--- config.mk ---
export PLATFORM = sky130hd
export DESIGN_NAME = positional_pid_with_deadband
export DESIGN_NICKNAME = d
export VERILOG_FILES = /design/src/sv/ppid_pkg.sv /design/src/sv/ppid_cfg_regs.sv /design/src/sv/ppid_err_stage.sv /design/src/sv/ppid_mul_stage.sv /design/src/sv/ppid_out_stage.sv /design/src/sv/positional_pid_with_deadband.sv
export SDC_FILE = /design/constraint.sdc
export NUM_CORES = 2
export LEC_CHECK = 0
export ABC_CLOCK_PERIOD_IN_PS = 25400
export BUFFER_PORTS_ARGS = -buffer_cell sky130_fd_sc_hd__buf_2
export CORE_MARGIN = 1.5
export CORE_UTILIZATION = 60
export CTS_CLUSTER_DIAMETER = 120
export DETAILED_ROUTE_END_ITERATION = 8
export MAX_ROUTING_LAYER = met4
export PLACE_DENSITY = 0.76
export REMOVE_ABC_BUFFERS = 1
export SETUP_SLACK_MARGIN = 0.5
export SLEW_MARGIN = 25
export SYNTH_ARGS = -nofsm -noshare
export SYNTH_HDL_FRONTEND = slang
export SYNTH_SLANG_ARGS = --single-unit
--- constraint.sdc ---
create_clock -name aclk -period 25.4 [get_ports aclk]
set_input_delay 5.08 -clock aclk [delete_from_list [all_inputs] [get_ports aclk]]
set_output_delay 5.08 -clock aclk [all_outputs]
set_load 0.02 [all_outputs]
--- src/sv/ppid_pkg.sv ---
package ppid_pkg;

    // Default build values
    localparam int VALUE_BITS_DEF = 24;
    localparam int OUT_MAX_DEF    = 100;

    // Register file layout
    localparam int REG_INDEX_W     = 3;
    localparam int GAIN_W          = 16;
    localparam int IMAX_W          = 31;
    localparam int SUM_W           = 32;
    localparam int FRAC_OUT        = 16;
    localparam int DEADBAND_RESET  = 128;

    typedef enum logic [REG_INDEX_W-1:0] {
        REG_SETPOINT     = 3'd0,
        REG_KP           = 3'd1,
        REG_KI           = 3'd2,
        REG_KD           = 3'd3,
        REG_INTEGRAL_MAX = 3'd4,
        REG_DEADBAND     = 3'd5,
        REG_REVERSE      = 3'd6,
        REG_HOLD         = 3'd7
    } ppid_reg_t;

    // Gains and mode bits; setpoint travels separately (its width follows VALUE_BITS)
    typedef struct packed {
        logic [GAIN_W-1:0] kp;
        logic [GAIN_W-1:0] ki;
        logic [GAIN_W-1:0] kd;
        logic [IMAX_W-1:0] integral_max;
        logic [GAIN_W-1:0] deadband;
        logic              reverse_one_sided;
        logic              hold_in_band;
    } ppid_cfg_t;

    // Per-beat flags carried down the pipeline
    typedef struct packed {
        logic in_band;
        logic zero_out;
    } ppid_flags_t;

endpackage

--- src/sv/ppid_cfg_regs.sv ---
module ppid_cfg_regs #(
    parameter int VALUE_BITS = ppid_pkg::VALUE_BITS_DEF,
    parameter int CFG_W      = (VALUE_BITS > ppid_pkg::IMAX_W) ? VALUE_BITS : ppid_pkg::IMAX_W
) (
    input  logic                               aclk,
    input  logic                               aresetn,
    input  logic                               cfg_we,
    input  logic [ppid_pkg::REG_INDEX_W-1:0]   cfg_addr,
    input  logic [CFG_W-1:0]                   cfg_wdata,
    output logic signed [VALUE_BITS-1:0]       setpoint,
    output ppid_pkg::ppid_cfg_t                cfg
);
    import ppid_pkg::*;

    logic signed [VALUE_BITS-1:0] setpoint_reg;
    ppid_cfg_t                    cfg_reg;

    // Register writes, no read-back
    always_ff @(posedge aclk) begin
        if (!aresetn) begin
            setpoint_reg              <= '0;
            cfg_reg.kp                <= '0;
            cfg_reg.ki                <= '0;
            cfg_reg.kd                <= '0;
            cfg_reg.integral_max      <= '0;
            cfg_reg.deadband          <= GAIN_W'(DEADBAND_RESET);
            cfg_reg.reverse_one_sided <= 1'b0;
            cfg_reg.hold_in_band      <= 1'b1;
        end else if (cfg_we) begin
            unique case (ppid_reg_t'(cfg_addr))
                REG_SETPOINT:     setpoint_reg              <= cfg_wdata[VALUE_BITS-1:0];
                REG_KP:           cfg_reg.kp                <= cfg_wdata[GAIN_W-1:0];
                REG_KI:           cfg_reg.ki                <= cfg_wdata[GAIN_W-1:0];
                REG_KD:           cfg_reg.kd                <= cfg_wdata[GAIN_W-1:0];
                REG_INTEGRAL_MAX: cfg_reg.integral_max      <= cfg_wdata[IMAX_W-1:0];
                REG_DEADBAND:     cfg_reg.deadband          <= cfg_wdata[GAIN_W-1:0];
                REG_REVERSE:      cfg_reg.reverse_one_sided <= cfg_wdata[0];
                REG_HOLD:         cfg_reg.hold_in_band      <= cfg_wdata[0];
                default: ;
            endcase
        end
    end

    assign setpoint = setpoint_reg;
    assign cfg      = cfg_reg;

endmodule

--- src/sv/ppid_err_stage.sv ---
module ppid_err_stage #(
    parameter int VALUE_BITS = ppid_pkg::VALUE_BITS_DEF,
    parameter int EW         = VALUE_BITS + 1
) (
    input  logic                           aclk,
    input  logic                           aresetn,
    input  ppid_pkg::ppid_cfg_t            cfg,
    input  logic signed [VALUE_BITS-1:0]   setpoint,
    // measurement beat
    input  logic                           in_valid,
    output logic                           in_ready,
    input  logic signed [VALUE_BITS-1:0]   in_meas,
    // error, clamped integral, derivative difference
    output logic                           out_valid,
    input  logic                           out_ready,
    output logic signed [EW-1:0]           out_err,
    output logic signed [ppid_pkg::SUM_W-1:0] out_sum,
    output logic signed [EW:0]             out_diff,
    output ppid_pkg::ppid_flags_t          out_flags
);
    import ppid_pkg::*;

    // Compare width covers both the error and the 16-bit deadband
    localparam int CW = ((EW > GAIN_W + 1) ? EW : GAIN_W + 1) + 1;
    localparam int SW = ((EW > SUM_W) ? EW : SUM_W) + 1;

    localparam logic signed [SW-1:0] S32_MAX = {{(SW-SUM_W+1){1'b0}}, {(SUM_W-1){1'b1}}};
    localparam logic signed [SW-1:0] S32_MIN = {{(SW-SUM_W+1){1'b1}}, {(SUM_W-1){1'b0}}};

    // Input register
    logic                         a_valid_reg;
    logic signed [VALUE_BITS-1:0] a_meas_reg;

    // Loop state
    logic signed [SUM_W-1:0] error_sum_reg, error_sum_next;
    logic signed [EW-1:0]    prev_err_reg, prev_err_next;

    // Output register
    logic                    b_valid_reg;
    logic signed [EW-1:0]    b_err_reg, b_err_next;
    logic signed [SUM_W-1:0] b_sum_reg;
    logic signed [EW:0]      b_diff_reg, b_diff_next;
    ppid_flags_t             b_flags_reg, b_flags_next;

    logic b_ready, a_move;

    assign b_ready  = !b_valid_reg || out_ready;
    assign in_ready = !a_valid_reg || b_ready;
    assign a_move   = a_valid_reg && b_ready;

    // Error, band tests, integral update
    always_comb begin
        logic signed [EW-1:0] sp_x, meas_x;
        logic signed [CW-1:0] e_c, db_c;
        logic signed [SW-1:0] sum_raw;
        logic signed [SUM_W-1:0] sum_sat, sum_band;
        logic signed [SUM_W-1:0] imax_s;
        logic band, strict, hold;

        sp_x   = {setpoint[VALUE_BITS-1], setpoint};
        meas_x = {a_meas_reg[VALUE_BITS-1], a_meas_reg};
        if (cfg.reverse_one_sided) begin
            b_err_next = meas_x - sp_x;
        end else begin
            b_err_next = sp_x - meas_x;
        end

        e_c  = CW'(b_err_next);
        db_c = CW'($signed({1'b0, cfg.deadband}));
        if (cfg.reverse_one_sided) begin
            band = (e_c <= db_c);
        end else begin
            band = (e_c >= -db_c) && (e_c <= db_c);
        end
        strict = (e_c > -db_c) && (e_c < db_c);
        hold   = band && cfg.hold_in_band;

        // Saturating add to 32 bits, cleared inside the band
        sum_raw = SW'(error_sum_reg) + SW'(b_err_next);
        if (sum_raw > S32_MAX) begin
            sum_sat = S32_MAX[SUM_W-1:0];
        end else if (sum_raw < S32_MIN) begin
            sum_sat = S32_MIN[SUM_W-1:0];
        end else begin
            sum_sat = sum_raw[SUM_W-1:0];
        end
        sum_band = band ? '0 : sum_sat;

        // Clamp to 0..integral_max when ki is in use
        imax_s         = $signed({1'b0, cfg.integral_max});
        error_sum_next = sum_band;
        if (cfg.ki != '0) begin
            if (sum_band < 0) begin
                error_sum_next = '0;
            end else if (sum_band > imax_s) begin
                error_sum_next = imax_s;
            end
        end

        prev_err_next        = hold ? prev_err_reg : b_err_next;
        b_diff_next          = (EW+1)'(b_err_next) - (EW+1)'(prev_err_reg);
        b_flags_next.in_band  = band;
        b_flags_next.zero_out = hold || strict;
    end

    // Control and state
    always_ff @(posedge aclk) begin
        if (!aresetn) begin
            a_valid_reg   <= 1'b0;
            b_valid_reg   <= 1'b0;
            error_sum_reg <= '0;
            prev_err_reg  <= '0;
        end else begin
            if (in_ready) begin
                a_valid_reg <= in_valid;
            end
            if (b_ready) begin
                b_valid_reg <= a_valid_reg;
            end
            if (a_move) begin
                error_sum_reg <= error_sum_next;
                prev_err_reg  <= prev_err_next;
            end
        end
    end

    // Payload
    always_ff @(posedge aclk) begin
        if (in_ready && in_valid) begin
            a_meas_reg <= in_meas;
        end
        if (a_move) begin
            b_err_reg   <= b_err_next;
            b_sum_reg   <= error_sum_next;
            b_diff_reg  <= b_diff_next;
            b_flags_reg <= b_flags_next;
        end
    end

    assign out_valid = b_valid_reg;
    assign out_err   = b_err_reg;
    assign out_sum   = b_sum_reg;
    assign out_diff  = b_diff_reg;
    assign out_flags = b_flags_reg;

endmodule

--- src/sv/ppid_mul_stage.sv ---
module ppid_mul_stage #(
    parameter int VALUE_BITS = ppid_pkg::VALUE_BITS_DEF,
    parameter int EW         = VALUE_BITS + 1,
    parameter int PW_P       = ppid_pkg::GAIN_W + 1 + EW,
    parameter int PW_I       = ppid_pkg::GAIN_W + 1 + ppid_pkg::SUM_W,
    parameter int PW_D       = ppid_pkg::GAIN_W + 2 + EW
) (
    input  logic                              aclk,
    input  logic                              aresetn,
    input  ppid_pkg::ppid_cfg_t               cfg,
    input  logic                              in_valid,
    output logic                              in_ready,
    input  logic signed [EW-1:0]              in_err,
    input  logic signed [ppid_pkg::SUM_W-1:0] in_sum,
    input  logic signed [EW:0]                in_diff,
    input  ppid_pkg::ppid_flags_t             in_flags,
    output logic                              out_valid,
    input  logic                              out_ready,
    output logic signed [PW_P-1:0]            out_p,
    output logic signed [PW_I-1:0]            out_i,
    output logic signed [PW_D-1:0]            out_d,
    output ppid_pkg::ppid_flags_t             out_flags
);
    import ppid_pkg::*;

    logic                  valid_reg;
    logic signed [PW_P-1:0] p_reg;
    logic signed [PW_I-1:0] i_reg;
    logic signed [PW_D-1:0] d_reg;
    ppid_flags_t           flags_reg;

    logic signed [GAIN_W:0] kp_s, ki_s, kd_s;
    logic signed [PW_P-1:0] p_next;
    logic signed [PW_I-1:0] i_next;
    logic signed [PW_D-1:0] d_next;

    assign in_ready = !valid_reg || out_ready;

    // Three independent gain products
    assign kp_s   = $signed({1'b0, cfg.kp});
    assign ki_s   = $signed({1'b0, cfg.ki});
    assign kd_s   = $signed({1'b0, cfg.kd});
    assign p_next = PW_P'(kp_s) * PW_P'(in_err);
    assign i_next = PW_I'(ki_s) * PW_I'(in_sum);
    assign d_next = PW_D'(kd_s) * PW_D'(in_diff);

    always_ff @(posedge aclk) begin
        if (!aresetn) begin
            valid_reg <= 1'b0;
        end else if (in_ready) begin
            valid_reg <= in_valid;
        end
    end

    always_ff @(posedge aclk) begin
        if (in_ready && in_valid) begin
            p_reg     <= p_next;
            i_reg     <= i_next;
            d_reg     <= d_next;
            flags_reg <= in_flags;
        end
    end

    assign out_valid = valid_reg;
    assign out_p     = p_reg;
    assign out_i     = i_reg;
    assign out_d     = d_reg;
    assign out_flags = flags_reg;

endmodule

--- src/sv/ppid_out_stage.sv ---
module ppid_out_stage #(
    parameter int OUT_MAX = ppid_pkg::OUT_MAX_DEF,
    parameter int DRIVE_W = $clog2(OUT_MAX + 1),
    parameter int PW_P    = 42,
    parameter int PW_I    = 49,
    parameter int PW_D    = 43
) (
    input  logic                   aclk,
    input  logic                   aresetn,
    input  logic                   in_valid,
    output logic                   in_ready,
    input  logic signed [PW_P-1:0] in_p,
    input  logic signed [PW_I-1:0] in_i,
    input  logic signed [PW_D-1:0] in_d,
    input  ppid_pkg::ppid_flags_t  in_flags,
    output logic                   out_valid,
    input  logic                   out_ready,
    output logic [DRIVE_W-1:0]     out_drive,
    output logic                   out_in_band
);
    import ppid_pkg::*;

    localparam int PW_PD = (PW_P > PW_D) ? PW_P : PW_D;
    localparam int PW_M  = (PW_PD > PW_I) ? PW_PD : PW_I;
    localparam int AW    = ((PW_M > FRAC_OUT + DRIVE_W + 1) ? PW_M : FRAC_OUT + DRIVE_W + 1) + 2;

    localparam logic signed [AW-1:0] OUT_LIM = AW'(OUT_MAX) <<< FRAC_OUT;
    localparam logic [DRIVE_W-1:0]   DRIVE_MAX = DRIVE_W'(OUT_MAX);

    logic               valid_reg;
    logic [DRIVE_W-1:0] drive_reg;
    logic               in_band_reg;

    logic signed [AW-1:0] acc;
    logic [DRIVE_W-1:0]   drive_next;

    assign in_ready = !valid_reg || out_ready;

    // Sum of terms, clamp to 0..OUT_MAX (zero when zero_out is set), truncate the Q.16 fraction
    always_comb begin
        acc = AW'(in_p) + AW'(in_i) + AW'(in_d);
        if (in_flags.zero_out) begin
            drive_next = '0;
        end else if (acc >= OUT_LIM) begin
            drive_next = DRIVE_MAX;
        end else if (acc <= 0) begin
            drive_next = '0;
        end else begin
            drive_next = acc[FRAC_OUT +: DRIVE_W];
        end
    end

    always_ff @(posedge aclk) begin
        if (!aresetn) begin
            valid_reg <= 1'b0;
        end else if (in_ready) begin
            valid_reg <= in_valid;
        end
    end

    always_ff @(posedge aclk) begin
        if (in_ready && in_valid) begin
            drive_reg   <= drive_next;
            in_band_reg <= in_flags.in_band;
        end
    end

    assign out_valid   = valid_reg;
    assign out_drive   = drive_reg;
    assign out_in_band = in_band_reg;

endmodule

--- src/sv/positional_pid_with_deadband.sv ---
// Positional PID controller with error deadband, one drive beat per measurement beat.
//
// Channels: the s_ stream carries one signed Q.8 measurement per beat; the m_
// stream returns the drive (integer 0..OUT_MAX) in m_tdata and the in-band flag
// in m_tuser. The cfg_ write port sets setpoint, gains, integral clamp, deadband
// and the mode bits; write it only while no beats are in flight.
//
// Pipeline: four register stages (input, error/integral, products, result) lie
// between the edge that accepts the measurement and the rise of m_tvalid.
// Throughput: one beat per cycle while m_tready stays high. The error sum and last
// error close their loop in the error/integral stage, which sets that figure.
//
// Reset (aresetn low, synchronous): pipeline emptied, error sum and last error
// cleared, registers back to defaults (deadband 0.5, hold inside band on).
// Stall: when m_tready is low the result stays in the output register; earlier
// stages keep filling until every stage is occupied, then s_tready drops.
module positional_pid_with_deadband #(
    parameter int VALUE_BITS = ppid_pkg::VALUE_BITS_DEF,
    parameter int OUT_MAX    = ppid_pkg::OUT_MAX_DEF,
    parameter int DRIVE_W    = $clog2(OUT_MAX + 1),
    parameter int CFG_W      = (VALUE_BITS > ppid_pkg::IMAX_W) ? VALUE_BITS : ppid_pkg::IMAX_W,
    parameter int S_TDATA_W  = ((VALUE_BITS + 7) / 8) * 8,
    parameter int M_TDATA_W  = ((DRIVE_W + 7) / 8) * 8
) (
    input  logic                             aclk,
    input  logic                             aresetn,
    // configuration writes
    input  logic                             cfg_we,
    input  logic [ppid_pkg::REG_INDEX_W-1:0] cfg_addr,
    input  logic [CFG_W-1:0]                 cfg_wdata,
    // measurement stream
    input  logic                             s_tvalid,
    output logic                             s_tready,
    input  logic [S_TDATA_W-1:0]             s_tdata,  // measurement
    // drive stream
    output logic                             m_tvalid,
    input  logic                             m_tready,
    output logic [M_TDATA_W-1:0]             m_tdata,  // drive
    output logic                             m_tuser   // in_band
);
    import ppid_pkg::*;

    localparam int EW   = VALUE_BITS + 1;
    localparam int PW_P = GAIN_W + 1 + EW;
    localparam int PW_I = GAIN_W + 1 + SUM_W;
    localparam int PW_D = GAIN_W + 2 + EW;

    ppid_cfg_t                    cfg;
    logic signed [VALUE_BITS-1:0] setpoint;

    logic                    e_valid, e_ready;
    logic signed [EW-1:0]    e_err;
    logic signed [SUM_W-1:0] e_sum;
    logic signed [EW:0]      e_diff;
    ppid_flags_t             e_flags;

    logic                   p_valid, p_ready;
    logic signed [PW_P-1:0] p_p;
    logic signed [PW_I-1:0] p_i;
    logic signed [PW_D-1:0] p_d;
    ppid_flags_t            p_flags;

    logic [DRIVE_W-1:0] drive;

    ppid_cfg_regs #(
        .VALUE_BITS (VALUE_BITS),
        .CFG_W      (CFG_W)
    ) u_cfg (
        .aclk      (aclk),
        .aresetn   (aresetn),
        .cfg_we    (cfg_we),
        .cfg_addr  (cfg_addr),
        .cfg_wdata (cfg_wdata),
        .setpoint  (setpoint),
        .cfg       (cfg)
    );

    ppid_err_stage #(
        .VALUE_BITS (VALUE_BITS),
        .EW         (EW)
    ) u_err (
        .aclk      (aclk),
        .aresetn   (aresetn),
        .cfg       (cfg),
        .setpoint  (setpoint),
        .in_valid  (s_tvalid),
        .in_ready  (s_tready),
        .in_meas   ($signed(s_tdata[VALUE_BITS-1:0])),
        .out_valid (e_valid),
        .out_ready (e_ready),
        .out_err   (e_err),
        .out_sum   (e_sum),
        .out_diff  (e_diff),
        .out_flags (e_flags)
    );

    ppid_mul_stage #(
        .VALUE_BITS (VALUE_BITS),
        .EW         (EW),
        .PW_P       (PW_P),
        .PW_I       (PW_I),
        .PW_D       (PW_D)
    ) u_mul (
        .aclk      (aclk),
        .aresetn   (aresetn),
        .cfg       (cfg),
        .in_valid  (e_valid),
        .in_ready  (e_ready),
        .in_err    (e_err),
        .in_sum    (e_sum),
        .in_diff   (e_diff),
        .in_flags  (e_flags),
        .out_valid (p_valid),
        .out_ready (p_ready),
        .out_p     (p_p),
        .out_i     (p_i),
        .out_d     (p_d),
        .out_flags (p_flags)
    );

    ppid_out_stage #(
        .OUT_MAX (OUT_MAX),
        .DRIVE_W (DRIVE_W),
        .PW_P    (PW_P),
        .PW_I    (PW_I),
        .PW_D    (PW_D)
    ) u_out (
        .aclk        (aclk),
        .aresetn     (aresetn),
        .in_valid    (p_valid),
        .in_ready    (p_ready),
        .in_p        (p_p),
        .in_i        (p_i),
        .in_d        (p_d),
        .in_flags    (p_flags),
        .out_valid   (m_tvalid),
        .out_ready   (m_tready),
        .out_drive   (drive),
        .out_in_band (m_tuser)
    );

    assign m_tdata = M_TDATA_W'(drive);

endmodule

Yosys cells after proc, flatten, opt, wreduce, memory -nomap -nowiden
Cells that the tools add are included.
Storage, ports and cells
  register bits after elaboration: 435
  input port bits: 63
  output and inout bits: 11
  word-level logic and storage cells: 94
Cells by class
  $add $sub $neg: 7
  multipliers: 3
  $lt $le $gt $ge: 10
  equality and inequality tests: 7
  multiplexer cells: 10
  bitwise operators: 1
  reductions and logical operators: 28
Operators with widths (number)
  $mux W32: 6
  $add A50 B43 Y51: 1
  $ge A51 B24 Y1 const B: 1
  $le A51 B1 Y1 const B: 1
  $add A42 B49 Y50: 1
  $sub A24 B24 Y25: 2
  $mul A17 B32 Y49: 1
  $mul A17 B26 Y43: 1
  $mul A17 B25 Y42: 1
  $add A32 B25 Y33: 1
  $gt A33 B32 Y1 const B: 1
  $lt A33 B32 Y1 const B: 1
  $gt A32 B32 Y1: 1
  $lt A32 B1 Y1 const B: 1
  $ge A25 B26 Y1: 1
  $gt A25 B26 Y1: 1
  $neg A16 Y26: 1
  $sub A25 B25 Y26: 1
  $le A25 B17 Y1: 1
  $lt A25 B17 Y1: 1
  $mux W25: 1
  $reduce_and A2 Y1: 9
  $reduce_bool A16 Y1: 1
  $mux W7: 2
  other kinds (10): 27

Logic depth before layout (Yosys ltp)
  depth in word-level cells: 11
  mapped depth: 39
  mapped depth without buffers: 35

Hierarchy
Synthesis repeated with hierarchy kept, for this count alone.
Unflattened totals
  cells, all modules: 8366
  area, all modules: 75790.2 um^2
By module, submodules not included
  ppid_mul_stage: instances 1, cells an instance 5579, area an instance 51594.5 um^2, sequential area each 4103.9 um^2
  ppid_err_stage: instances 1, cells an instance 1716, area an instance 14766.7 um^2, sequential area each 4454.3 um^2
  ppid_out_stage: instances 1, cells an instance 633, area an instance 4939.7 um^2, sequential area each 260.2 um^2
  ppid_cfg_regs: instances 1, cells an instance 436, area an instance 4478.0 um^2, sequential area each 2422.3 um^2
  positional_pid_with_deadband: instances 1, cells an instance 2, area an instance 11.3 um^2, sequential area each 0.0 um^2

Worst setup path after synthesis
Ideal clock, no wire load.
  path kind: input-to-reg
  from: input m_tready
  to: register u_mul.d_reg[0], in the netlist u_mul.out_d[0], enable pin
  setup time: 840 ps
  arrival time: 14981 ps
  data required time: 24560 ps
  path slack: 9579 ps
  stages: 2
  path buffers: 0
  cells stage by stage: nor2b_1 > a21boi_0
On the way
  longest elaborated chain between the ends: 3
RTL lines
  start, declared: RTL line positional_pid_with_deadband.sv:37  | input logic m_tready,
  $logic_or A1 B1 Y1: RTL line ppid_out_stage.sv:37  | assign in_ready = !valid_reg || out_ready;
  $logic_or A1 B1 Y1: RTL line ppid_mul_stage.sv:37  | assign in_ready = !valid_reg || out_ready;
  $logic_and A1 B1 Y1: RTL line ppid_mul_stage.sv:56  | if (in_ready && in_valid) begin
  end signal, assigned: RTL line ppid_mul_stage.sv:59  | d_reg <= d_next;
  end, declared: RTL line ppid_mul_stage.sv:29  | logic signed [PW_D-1:0] d_reg;
No other way between the ends.
A chain may end at the register's enable or synchronous reset.

Final worst setup path
  from: input m_tready
  to: output s_tready
On the way
  longest elaborated chain between the ends: 4
RTL lines
  $logic_or A1 B1 Y1: RTL line ppid_out_stage.sv:37
  $logic_or A1 B1 Y1: RTL line ppid_mul_stage.sv:37
  $logic_or A1 B1 Y1: RTL line ppid_err_stage.sv:47  | assign b_ready = !b_valid_reg || out_ready;
  $logic_or A1 B1 Y1: RTL line ppid_err_stage.sv:48  | assign in_ready = !a_valid_reg || b_ready;
  end, declared: RTL line positional_pid_with_deadband.sv:33  | output logic s_tready,
No other way between the ends.

==> flow_metrics.py <==
metrics = {
    "die": {
        "io_pins": 74,
        "floorplan.die_area_sq_um": 125000,
        "fp.coreArea_sq_um": 121900,
        "effective_utilization_at_floorplan_pct": 60.49,
        "die_h_um": 353.5,
        "die_width_um": 353.5,
        "std_cell_rows": 128,
    },
    "clock_tree": {
        "cts_hold_repair.buffers": 0,
        "cts_post_setup_buffers_inserted": 0,
        "clock_path_buffers": 3,
        "cts_buffers": 52,
        "cts-root-buf": "sky130_fd_sc_hd__clkbuf_16",
        "cts.reportedPaths.clkPinSlew_ns": 0.05,
        "cts_num_sinks": 435,
        "worst_skew_pair.late_latency_ns": 0.69,
        "cts-htree-levels": 2,
        "cts_resized": 0,
        "cts_tree": "yes",
    },
    "timing": {
        "layout_worst_path_cycle_share_pct": 44.11,
        "final-hold-violation-count": 0,
        "final-max-slew-violation-count": 0,
        "finalSetupTns_ns": 0,
        "timing_worst_slew_pin_value_ns": 1.158,
        "period_minus_slack_ns": 11.20,
        "skew_ns": 0.07747,
        "rsz0062_at_grt": "false",
        "report.final.setup_viol": 0,
        "timing.slew.headroom_pct": 22.27,
        "max_freq_ghz": 0.08925,
    },
    "critical_path": {
        "reg2reg_depth": 30,
        "worstSetupPathDepth": 5,
        "critical_path.n_buffers_inverters": 2,
        "timing.critical_path.to_type": "primary output",
        "critical_path.max_fanout": 5,
        "timing.critical_path.from_type": "input port",
        "critical_path.cell_chain": "buf_2 -> nor2b_1 -> and3_1 -> nand2_1 -> buf_2",
        "critPathRequiredTime_ns": 20.32,
        "critical_path.slowest_cell": "sky130_fd_sc_hd__nor2b_1",
        "slowest_delay_ns": 0.36,
        "critPathTopFamily": "simple AND/OR/NAND/NOR gates",
        "crit_top_cell": "sky130_fd_sc_hd__buf_2",
        "cp_data_arrival_time_ns": 6.12,
        "kind_of_critical_path": "in2out",
    },
    "global_route": {
        "pin_count_of_the_biggest_net_entering_global_routing": 94,
        "wire_length_of_the_first_global_routing_pass_um": 322200,
        "global_route_total_overflow": 0,
        "grt_antenna_before_repair": 5,
        "first_global_vias": 59130,
        "gr-usage-all-layers_pct": 33.97,
    },
    "detailed_routing": {
        "vias": 55810,
        "antenna_left": 0,
        "post_drt_via_cell_ratio": 5.776,
        "routed_wire_length_per_instance_um": 20.59,
        "drt_iter0_markers": 4324,
        "drt-total-wl_um": 199000,
        "detail_route.drc_violations": 0,
        "dr.pass1.iters": 6,
    },
    "synth": {
        "synth_enable_flop_cells": 253,
        "ys_ff_latch": 435,
        "synth.lib_cells_used.distinct": 101,
        "fraction_of_registers_with_async_set_reset_pct": 0,
        "commonest_register_cell_after_synthesis": "sky130_fd_sc_hd__edfxtp_1",
        "mapped_area_sq_um": 73720,
        "synth_commonest_cells": "sky130_fd_sc_hd__inv_1 (1,567), sky130_fd_sc_hd__fa_1 (1,339), sky130_fd_sc_hd__nand2_1 (1,271)",
        "synth_area_leader_cell": "sky130_fd_sc_hd__fa_1",
        "postSynthCellCount": 8124,
        "avgSynthCellArea_sq_um": 9.075,
        "yosysWarnings": 0,
        "area_contributors_post_synth": "sky130_fd_sc_hd__fa_1 (36%), sky130_fd_sc_hd__edfxtp_1 (10%), sky130_fd_sc_hd__ha_1 (9.4%)",
        "synth_top_area_share_pct": 36.36,
        "synth_seq_area_share_pct": 15.25,
        "yosysMostFrequentCell": "sky130_fd_sc_hd__inv_1",
    },
    "power_and_ir_drop": {
        "seq_power_share_pct": 31.5,
        "combinational_cell_fraction_of_total_power_pct": 42.4,
        "vdd_ir_drop_max_mv": 0.05326,
        "power.leakage_nw": 34.16,
        "intPower_mw": 1.795,
        "netSwitchingFraction_pct": 41.85,
        "power.net_switching_mw": 1.292,
        "part_of_the_power_in_the_clock_network_pct": 26.2,
        "powerDensity_nw_per_um2": 39.95,
    },
    "placed_design": {
        "gp_congestion": 0.9480,
        "portBuffers": 72,
        "hpwlAfterDp_um": 156100,
        "place_inst": 9560,
    },
    "finish": {
        "max_ffs_per_register": 97,
        "layout-drive-gt1-share_pct": 3.847,
        "layout.cells.non_filler": 9662,
        "fin_nets": 9943,
        "area_growth_pct": 4.828,
    },
    "min_path": {
        "worstHoldPathType": "reg2reg",
        "hold-path-cell-count": 0,
    },
    "outcome": {
        "run_status": "completed",
    },
    "run": {
        "drv_cap": 0,
    },
}
==> metal layers <==
layer / up-vias / wire length (um) / track usage, %
met3: 500 / 14750 / 4.680
met4: 0 / 13250 / 18.95
met2: 2227 / 93110 / 53.57
met1: 28020 / 77840 / 42.41
met5: - / 0 / -
li1: 25060 / - / -
==> kinds of logic (layout without fill, tap and decap cells) <==
family	Yosys count	in the layout	synth area share (%)
and+or+nand+nor	2491	2491	15.88
buffers and inverters	1917	1826	9.906
adders and majority gates	1894	1894	45.77
AOI/OAI and AO/OA	1137	1137	10.21
DFF	435	435	15.25
xor gates and xnor gates	238	238	2.828
muxes	11	11	0.1511
other	1	5	0.005087
==> cell type report <==
cell class | count | area [sq um]
Multi-Input combinational cell | 5772 | 55260
Fill cell | 10090 | 44600
Sequential cell | 435 | 11240
Inverter | 1567 | 5882
Tap cell | 1625 | 2033
Clock buffer | 73 | 1494
Timing Repair Buffer | 161 | 1031
Clock inverter | 25 | 335.3
Antenna cell | 4 | 10.01
==> worst paths after layout <==
| path | start | endpoint | slack, ns |
|---|---|---|---|
| worst min register to register | u_mul.out_flags[1] | u_out.out_in_band | 0.43 |
| worst max-delay path | m_tready | s_tready | 14.20 |
| worst min-delay path | u_mul.out_flags[1] | u_out.out_in_band | 0.43 |
| worst max register to register | u_cfg.cfg[1] | u_err.out_sum[1] | 15.70 |
==> worst register-to-register path: cells and delay by family, from the launching register on <==
kind | cells | cell delay, ns
AOI/OAI and AO/OA | 14 | 4.23
DFF | 1 | 0.59
xor gates and xnor gates | 1 | 0.71
adders and majority gates | 2 | 0.49
buffers and inverters | 3 | 1.09
and+or+nand+nor | 10 | 2.43
==> power by group through the flow <==
stage          Clock, mW  Sequential (mW)  Combinational (mW)
2_1_floorplan          0            0.914               0.898
6_report           0.808            0.972                1.31
3_5_place_dp           0            0.978                1.28
3_3_place_gp           0            0.976                1.25
5_1_grt            0.843            0.975                1.45
4_1_cts            0.819            0.964                1.29
==> cell usage in the layout, fill, tap and decap left out, types with 169 or more instances in the layout <==
master	n
sky130_fd_sc_hd__a21oi_1	307
sky130_fd_sc_hd__dfxtp_1	182
sky130_fd_sc_hd__edfxtp_1	253
sky130_fd_sc_hd__and2_1	564
sky130_fd_sc_hd__nor2_1	253
sky130_fd_sc_hd__ha_1	552
sky130_fd_sc_hd__nand2_1	1270
sky130_fd_sc_hd__inv_1	1567
sky130_fd_sc_hd__xnor2_1	169
sky130_fd_sc_hd__fa_1	1339
==> metrics by stage <==
| stage | hold WS, ns | utilization, % | total power, mW | setup slack [ns] | cell area (sq um) |
|---|---|---|---|---|---|
| finish | 0.4266 | 63.41 | 3.087 | 14.20 | 77280 |
| global route | 0.4481 | 63.41 | 3.272 | 14.11 | 77280 |
| CTS | 0.4313 | 63.39 | 3.074 | 14.19 | 77260 |
| detailed placement | 0.4072 | 61.89 | 2.261 | 14.19 | 75430 |
| global placement | 0.4100 | 61.88 | 2.228 | 14.25 | 75420 |
| floorplan | 0.4003 | - | 1.812 | 9.579 | 72300 |
No activity file was read; power rests on OpenSTA's default activity.
